File: config.mk
export PLATFORM = sky130hd
export DESIGN_NAME = efa_rsp_fifo
export DESIGN_NICKNAME = d
export VERILOG_FILES = /design/src/design/efa_pkg.sv /design/src/design/efa_rsp_fifo.sv
export SDC_FILE = /design/constraint.sdc
export NUM_CORES = 1
export LEC_CHECK = 0
export BUFFER_PORTS_ARGS = -buffer_cell sky130_fd_sc_hd__buf_2
export CORE_ASPECT_RATIO = 0.5
export CORE_UTILIZATION = 28
export CTS_BUF_LIST = sky130_fd_sc_hd__clkbuf_16
export CTS_CLUSTER_DIAMETER = 50
export DETAILED_ROUTE_END_ITERATION = 12
export PLACE_DENSITY_LB_ADDON = 0.25
export SYNTH_ARGS = -nofsm -noshare
export SYNTH_HDL_FRONTEND = slang
export SYNTH_SLANG_ARGS = --single-unit
File: constraint.sdc
create_clock -name clock -period 4 [get_ports clock]
set_clock_uncertainty 0.1 [all_clocks]
set_input_delay 0.2 -clock clock [delete_from_list [all_inputs] [get_ports clock]]
set_output_delay 0.2 -clock clock [all_outputs]
set_load 0.005 [all_outputs]
File: src/design/efa_pkg.sv
package efa_pkg;

   localparam int PIXEL_W = 8;
   localparam int COORD_W = 8;

   localparam logic [PIXEL_W-1:0] PIXEL_RESET = 8'd128;
   localparam logic [PIXEL_W-1:0] STEP_RESET  = 8'd30;
   localparam logic [PIXEL_W-1:0] PIXEL_MAX   = 8'd255;

   // Input item modes.
   localparam logic MODE_EVENT = 1'b0;
   localparam logic MODE_READ  = 1'b1;

   // Depth of the result queue and the width of its fill count.
   localparam int RSP_FIFO_DEPTH = 4;
   localparam int RSP_CNT_W      = $clog2(RSP_FIFO_DEPTH) + 1;

   typedef struct packed {
      logic               mode;
      logic [COORD_W-1:0] column;
      logic [COORD_W-1:0] row;
      logic               polarity;
   } req_type;

   typedef struct packed {
      logic [PIXEL_W-1:0] pixel_value;
      logic               out_of_range;
   } rsp_type;

endpackage

File: src/design/efa_rsp_fifo.sv
module efa_rsp_fifo (
   input  logic                          clock,
   input  logic                          reset,
   input  logic                          push,
   input  efa_pkg::rsp_type              push_data,
   output logic                          out_valid,
   input  logic                          out_stall,
   output efa_pkg::rsp_type              out_data,
   output logic [efa_pkg::RSP_CNT_W-1:0] fill_count
);
   import efa_pkg::*;

   localparam int PTR_W = $clog2(RSP_FIFO_DEPTH);

   rsp_type            entry_ff [RSP_FIFO_DEPTH];
   logic [PTR_W-1:0]   wr_ptr_ff, wr_ptr_in;
   logic [PTR_W-1:0]   rd_ptr_ff, rd_ptr_in;
   logic [RSP_CNT_W-1:0] count_ff, count_in;
   logic               pop;

   assign out_valid  = (count_ff != '0);
   assign out_data   = entry_ff[rd_ptr_ff];
   assign pop        = out_valid && !out_stall;
   assign fill_count = count_ff;

   always_comb begin
      wr_ptr_in = push ? wr_ptr_ff + 1'b1 : wr_ptr_ff;
      rd_ptr_in = pop  ? rd_ptr_ff + 1'b1 : rd_ptr_ff;
      count_in  = count_ff;
      if (push && !pop) begin
         count_in = count_ff + 1'b1;
      end else if (pop && !push) begin
         count_in = count_ff - 1'b1;
      end
   end

   always_ff @(posedge clock) begin
      if (reset) begin
         wr_ptr_ff <= '0;
         rd_ptr_ff <= '0;
         count_ff  <= '0;
      end else begin
         wr_ptr_ff <= wr_ptr_in;
         rd_ptr_ff <= rd_ptr_in;
         count_ff  <= count_in;
      end
   end

   always_ff @(posedge clock) begin
      if (push) begin
         entry_ff[wr_ptr_ff] <= push_data;
      end
   end

endmodule

==> run metrics, run 1 <==
routability congestion estimate from global placement=between 0.7 and 0.8; leakage power=0.760 nW; die width=roughly 110 um; largest net degree at the start of global routing=15; Critical path buffers and inverters=1; Synth Net Count=about 110; antenna cell count=0; post-synthesis sequential element count=between 40 and 50; ordered cell list for the critical path=nor3_2 -> or2_2 -> ha_1 -> inv_1 -> fa_1 -> xor2_1 -> or3_1 -> a21oi_1; type of the most critical hold path=in -> reg; top cells by area in the synthesized netlist=edfxtp_1, mux4_2, dfxtp_1; growth of design area from synthesis to finish=21.7%; top post-synthesis cells by count=edfxtp_1, dfxtp_1, mux4_2; Synth Area in XOR/XNOR=0.0151; number of synthesized flops with an enable pin=36; Synth Instances=93; Post-CTS Repair Setup Buffers=0; endpoint class of the critical path=flip-flop; category of the worst setup path launch point=flip-flop; number of gates given a new drive strength after cts=0; Placed Instances=199; fraction of layout instances using a drive strength above 1=0.350; unrepaired setup endpoints after global routing=no; Final setup violation count=0; largest family of logic cells by synthesized area=multiplexers; half-perimeter wire length after detailed placement=1760 um; simple logic cell fraction of the synthesized area=0.0466; detail-routed via count per cell=between 4 and 5; Yosys top cell area share=0.620; start-to-end type of the worst setup path=reg -> reg; tightest slew margin relative to the limit=0.573; total of hold buffers inserted after clock tree synthesis=0; max-cap check violation count=0; GRT Overall Usage=0.0969; library cells used by synthesis=20; share of flip-flops with an asynchronous set or reset=0; CTS sink cnt=between 40 and 50; most numerous cell in the Yosys netlist=edfxtp_1; result of the run=completed; Root Buffer=clkbuf_16; H-tree levels=2; Top Family by Delay on Critical Path=simple AND/OR/NAND/NOR gates; share of cell area taken by muxes after synthesis=0.128; detailed-routing iteration count for the pre-antenna-repair pass=4; Top-Level Pins=26; Total Die Area=approximately 6600 um^2; highest net fanout along the worst path=6; worst-case hold slack=about 0.030 ns; GRT Residual Overflow=0; via count of the first global-routing pass=between 800 and 900; antenna violation net count after detailed routing=0; achievable clock frequency=approximately 0.45 GHz; chip height=57.8 um; number of port buffers=25; Warnings, synthesis=0; count of non-filler cells in the finished layout=roughly 210; cell accounting for the most synthesized area=edfxtp_1; pre-CTS setup slack=approximately 1.8 ns; required time of the worst setup path=between 4 and 5 ns; share of the clock period used by the worst path after layout=0.562; clock-pin slew of the registers on the worst-case setup and hold paths=roughly 0.060 ns; Seq/Total Area, Yosys=0.723; synthesized-area fraction occupied by ao, oa, aoi and oai cells=0.0201; synthesized area=about 1700 um^2; Adder-Cell Fraction of Synth Area=0.0473; effective utilization at floorplan=0.304; DRT iter0 DRCs=29; CP arrival=between 2 and 2.5 ns; clock tree buffer depth=2; post-detailed-routing wire length=around 2700 um; TritonCTS Buffers=5; Total Neg Setup Slack=0 ns; min cycle time layout=2.25 ns; number of pins exceeding their max-slew limit in the final report=0; Power Density=603 nW/um^2; number of cell rows=19; actual slew at the worst max-slew pin=~0.64 ns; utilization after layout=0.370; post-route worst setup slack=~1.8 ns; routed len/inst=13.1 um; worst vdd ir=approximately 320 uV; post-route DRC violation count=0; via count=841; top flip-flop cell by instance count after synthesis=edfxtp_1; Skew-Pair Late Insertion Delay=approximately 0.28 ns; antenna violations before repair=0; Avg Cell Area, Syn=18.8 um^2; first-pass GRT wire length=4540 um; clock tree from TritonCTS=yes; final number of hold-violating endpoints=0; cell with the largest stage delay on the worst path=fa_1; number of nets in the layout=~140; largest stage delay on the critical path=0.38 ns; floorplan core area=~5700 um^2
==> through the flow <==
stage,area (um^2),power [W]
floorplan,1740,0.000756
finish,2120,0.00128
global placement,1950,0.000836
detailed placement,1950,0.000839
global route,2120,0.00135
CTS,2120,0.00130
==> area by class of cell <==
class / instances / area, um^2
multi-input combinational: 41 / 448
timing repair buffer: 25 / 125
sequential: 45 / 1260
clock buffer: 5 / 125
fill: 543 / 3610
inverter: 4 / 15.0
clock inverter: 3 / 42.5
tap: 84 / 105
==> placed cells by master (no fill, tap or decap) <==
cell type	synthesis	layout
mux4_2	9	9
ha_1	5	5
nor2_1	4	4
or3_1	3	3
inv_1	4	5
mux2i_1	2	2
xnor2_1	1	1
nor3_2	1	1
xor2_1	2	2
dfxtp_1	9	9
o21ai_0	3	3
nand2b_1	1	1
and2_1	4	4
fa_1	1	1
a21oi_1	4	4
clkbuf_16	0	5
buf_2	0	25
clkinv_4	0	1
edfxtp_1	36	36
bufinv_16	0	1
or2_2	1	1
==> worst paths after layout <==
check	startpoint	to	slack (ns)	depth (start not counted)
setup / recovery	fill_count[1]	fill_count[2]	1.75	8
hold / removal	push_data[2]	entry_ff[0][2]	0.03	1
setup reg to reg	fill_count[1]	fill_count[2]	1.75	8
hold reg to reg	fill_count[2]	fill_count[2]	0.43	2
==> power breakdown <==
part	switching [W]	total (W)	internal (W)	leakage (nW)
logic	0.0000954	0.000225	0.000130	0.270
clock network	0.000162	0.000455	0.000293	0.0852
registers	0.0000496	0.000599	0.000549	0.405
total	0.000307	0.00128	0.000972	0.760
==> metal layers <==
metal / wire length (um) / vias to the layer above / global-route usage / part of all wire
li1: - / 412 / - / -
met1: 1290 / 410 / 0.121 / 0.47
met2: 1250 / 17 / 0.147 / 0.46
met3: 164 / 2 / 0.0481 / 0.060
met4: 21 / 0 / 0.0338 / 0.0077
met5: 0 / - / 0 / 0
==> cells by family after synthesis <==
group | count (synthesis)
buffers and inverters | 7
and+or+nand+nor | 14
DFF | 45
muxes | 11
AOI/OAI and AO/OA | 7
adders and majority gates | 6
xor gates and xnor gates | 3
==> registers in the layout, indices dropped and copies added, names as in the netlist, named ones only <==
name        flops
entry_ff       36
fill_count      3
wr_ptr_ff       2
rd_ptr_ff       2
Note: power is estimated with default switching activity, not from simulation.
==> run 2, diff against run 1 <==
--- a/config.mk
+++ b/config.mk
@@ -5,6 +5,7 @@
 export SDC_FILE = /design/constraint.sdc
 export NUM_CORES = 1
 export LEC_CHECK = 0
+export ABC_AREA = 1
 export BUFFER_PORTS_ARGS = -buffer_cell sky130_fd_sc_hd__buf_2
 export CORE_ASPECT_RATIO = 0.5
 export CORE_UTILIZATION = 28
==> constraint.sdc (replaced) <==
create_clock -name clock -period 2.3 [get_ports clock]
set_clock_uncertainty 0.1 [all_clocks]
set_input_delay 0.115 -clock clock [delete_from_list [all_inputs] [get_ports clock]]
set_output_delay 0.115 -clock clock [all_outputs]
set_load 0.005 [all_outputs]
==> run metrics, run 2 <==
result of the run=completed (unchanged); Skew-Pair Late Insertion Delay=0.28 ns (about the same); actual slew at the worst max-slew pin=0.447 ns (was 0.639 ns); floorplan core area=6310 um^2 (was 5730 um^2); leakage power=0.913 nW (was 0.760 nW); total power draw=0.00229 W (was 0.00128 W); unrepaired setup endpoints after global routing=no (unchanged); Pint=0.00160 W (was 0.000972 W); type of the most critical hold path=in -> reg (unchanged); filler instances=625 (was 543); endpoint class of the critical path=flip-flop (unchanged); worst vdd ir=407 uV (was 317 uV); via count of the first global-routing pass=1202 (was 875); switching power of the nets=0.000693 W (was 0.000307 W); part of the power in the clock network=0.306 (was 0.356); most common library cell in the layout ignoring fill and taps=edfxtp_1 (unchanged); CP arrival=1.96 ns (was 2.36 ns); post-route worst setup slack=0.418 ns (was 1.75 ns); min cycle time layout=1.88 ns (was 2.25 ns); cell accounting for the most synthesized area=edfxtp_1 (unchanged); antenna violation net count after detailed routing=0 (unchanged); number of port buffers=25 (unchanged); Avg Cell Area, Syn=12.8 um^2 (was 18.8 um^2); post-detailed-routing wire length=3410 um (was 2720 um); Warnings, synthesis=0 (unchanged); top cells by area in the synthesized netlist=edfxtp_1, dfxtp_1, o22ai_2 (was edfxtp_1, mux4_2, dfxtp_1); number of cell rows=20 (was 19); TritonCTS Buffers=5 (unchanged); flip-flop count of the largest register, all copies and words added=36 (unchanged); routability congestion estimate from global placement=0.751 (was 0.713); chip height=60.2 um (was 57.8 um); Total Die Area=7120 um^2 (was 6570 um^2); detail-routed via count per cell=4.34 (was 4.06); Total Neg Setup Slack=0 ns (unchanged); Seq/Total Area, Yosys=0.666 (was 0.723); H-tree levels=2 (unchanged); Flop pwr share=0.437 (was 0.468); GRT Residual Overflow=0 (unchanged); share of the clock period used by the worst path after layout=0.818 (was 0.562); start-to-end type of the worst setup path=reg -> reg (unchanged); most numerous cell in the Yosys netlist=edfxtp_1 (unchanged); Reg with most FFs=entry_ff (unchanged); via count=1202 (was 841); required time of the worst setup path=2.37 ns (was 4.11 ns); share of flip-flops with an asynchronous set or reset=0 (unchanged); max-cap check violation count=0 (unchanged); antenna cell count=0 (unchanged); post-synthesis sequential element count=45 (unchanged); highest net fanout along the worst path=5 (was 6); effective utilization at floorplan=0.300 (was 0.304); Synth Instances=148 (was 93); Yosys top cell area share=0.571 (was 0.620); Sequential Area=1260 um^2 (unchanged); first-pass GRT wire length=5680 um (was 4540 um); DRT iter0 DRCs=51 (was 29); detailed-routing iteration count for the pre-antenna-repair pass=4 (unchanged); Synth Net Count=167 (was 112); number of nets in the layout=207 (was 141); clock tree from TritonCTS=yes (unchanged); achievable clock frequency=0.531 GHz (was 0.445 GHz); pre-CTS setup slack=0.421 ns (was 1.76 ns); area of combinational cells with multiple inputs=519 um^2 (was 448 um^2); post-route DRC violation count=0 (unchanged); top post-synthesis cells by count=edfxtp_1, o21ai_0, inv_1, nor2_1, nand2_1 (was edfxtp_1, dfxtp_1, mux4_2); Root Buffer=clkbuf_16 (unchanged); category of the worst setup path launch point=flip-flop (unchanged); synthesized area=1890 um^2 (was 1740 um^2); proportion of total power due to net switching=0.302 (was 0.240); number of pins exceeding their max-slew limit in the final report=0 (unchanged); clock-pin slew of the registers on the worst-case setup and hold paths=0.06 ns (about the same); Post-CTS Repair Setup Buffers=0 (unchanged); Power Density=980 nW/um^2 (was 603 nW/um^2); final number of hold-violating endpoints=0 (unchanged); relative contribution of combinational cells to total power=0.257 (was 0.176); CTS sink cnt=45 (unchanged); largest net degree at the start of global routing=20 (was 15); number of gates given a new drive strength after cts=0 (unchanged); antenna violations before repair=0 (unchanged); Top-Level Pins=26 (unchanged); total of hold buffers inserted after clock tree synthesis=10 (was 0); GRT Overall Usage=0.107 (was 0.0969); library cells used by synthesis=19 (was 20); Final setup violation count=0 (unchanged); routed len/inst=12.3 um (was 13.1 um); growth of design area from synthesis to finish=23.6% (was 21.7%); most frequent cells in the layout=edfxtp_1, buf_2, o21ai_0, inv_1, nor2_1 (was edfxtp_1, buf_2, mux4_2, dfxtp_1); worst-case hold slack=0.0678 ns (was 0.0299 ns); top flip-flop cell by instance count after synthesis=edfxtp_1 (unchanged); fraction of layout instances using a drive strength above 1=0.286 (was 0.350); clock tree buffer depth=2 (unchanged); die width=118 um (was 114 um); tightest slew margin relative to the limit=0.701 (was 0.573); half-perimeter wire length after detailed placement=2130 um (was 1760 um); number of synthesized flops with an enable pin=36 (unchanged)
run 2: changes by cell type after synthesis, moves of 2 or more:
cell	before	now
nor2_2	0	9
or3_1	3	0
o21ai_0	3	19
o22ai_2	0	9
nor2_1	4	16
and2_1	4	0
mux2i_1	2	0
nand2_1	0	13
inv_1	4	16
mux4_2	9	0
nand3_1	0	2
run 2: worst paths after layout:
check                start            end  slack [ns]  depth (start not counted)
min reg2reg   rd_ptr_ff[0]   rd_ptr_ff[0]        0.37                          2
max reg2reg  fill_count[0]  fill_count[1]        0.42                          8
min              out_stall   rd_ptr_ff[0]        0.07                          4
max          fill_count[0]  fill_count[1]        0.42                          8
run 2: through the flow:
stage               std cells  utilization  instance area, um^2
finish                    277        0.371                 2340
global route              277        0.371                 2340
CTS                       277        0.371                 2340
detailed placement        259        0.332                 2090
global placement          259        0.332                 2090
floorplan                 148            -                 1890
run 2: cell families after synthesis:
group                      share of synthesized area
and+or+nand+nor                               0.0958
buffers and inverters                         0.0601
DFF                                            0.666
xor gates and xnor gates                     0.00462
adders and majority gates                     0.0436
AOI/OAI and AO/OA                              0.130
run 2: power by group through the flow:
stage,Sequential (W),Clock [W],Combinational (W)
finish,0.00100,0.000703,0.000589
global route,0.00101,0.000760,0.000670
floorplan,0.00101,0,0.000427
global placement,0.00102,0,0.000581
detailed placement,0.00102,0,0.000587
CTS,0.00100,0.000715,0.000604
run 2: cell type report:
class / instances / share of cell area
repair buffers: 36 / 0.0994
well taps: 88 / 0.0470
clock inverters: 3 / 0.00962
multi-input cells: 83 / 0.222
inverters: 17 / 0.0304
clock buffers: 5 / 0.0534
flip-flops and latches: 45 / 0.538
run 2: critical path, cell delays in order (launching register included):
cell and delay, ns:
dfxtp_1 0.42, nor2_1 0.06, nand2_1 0.13, nand2_1 0.11
ha_1 0.21, inv_1 0.09, fa_1 0.41, o21ai_0 0.19
nor2_1 0.05
run 2: per-layer routing:
layer,part of all wire,GRT usage,wire (um)
met5,0,0,0
met3,0.033,0.0286,113
met4,0.015,0.0549,50
met1,0.48,0.128,1630
met2,0.47,0.181,1620
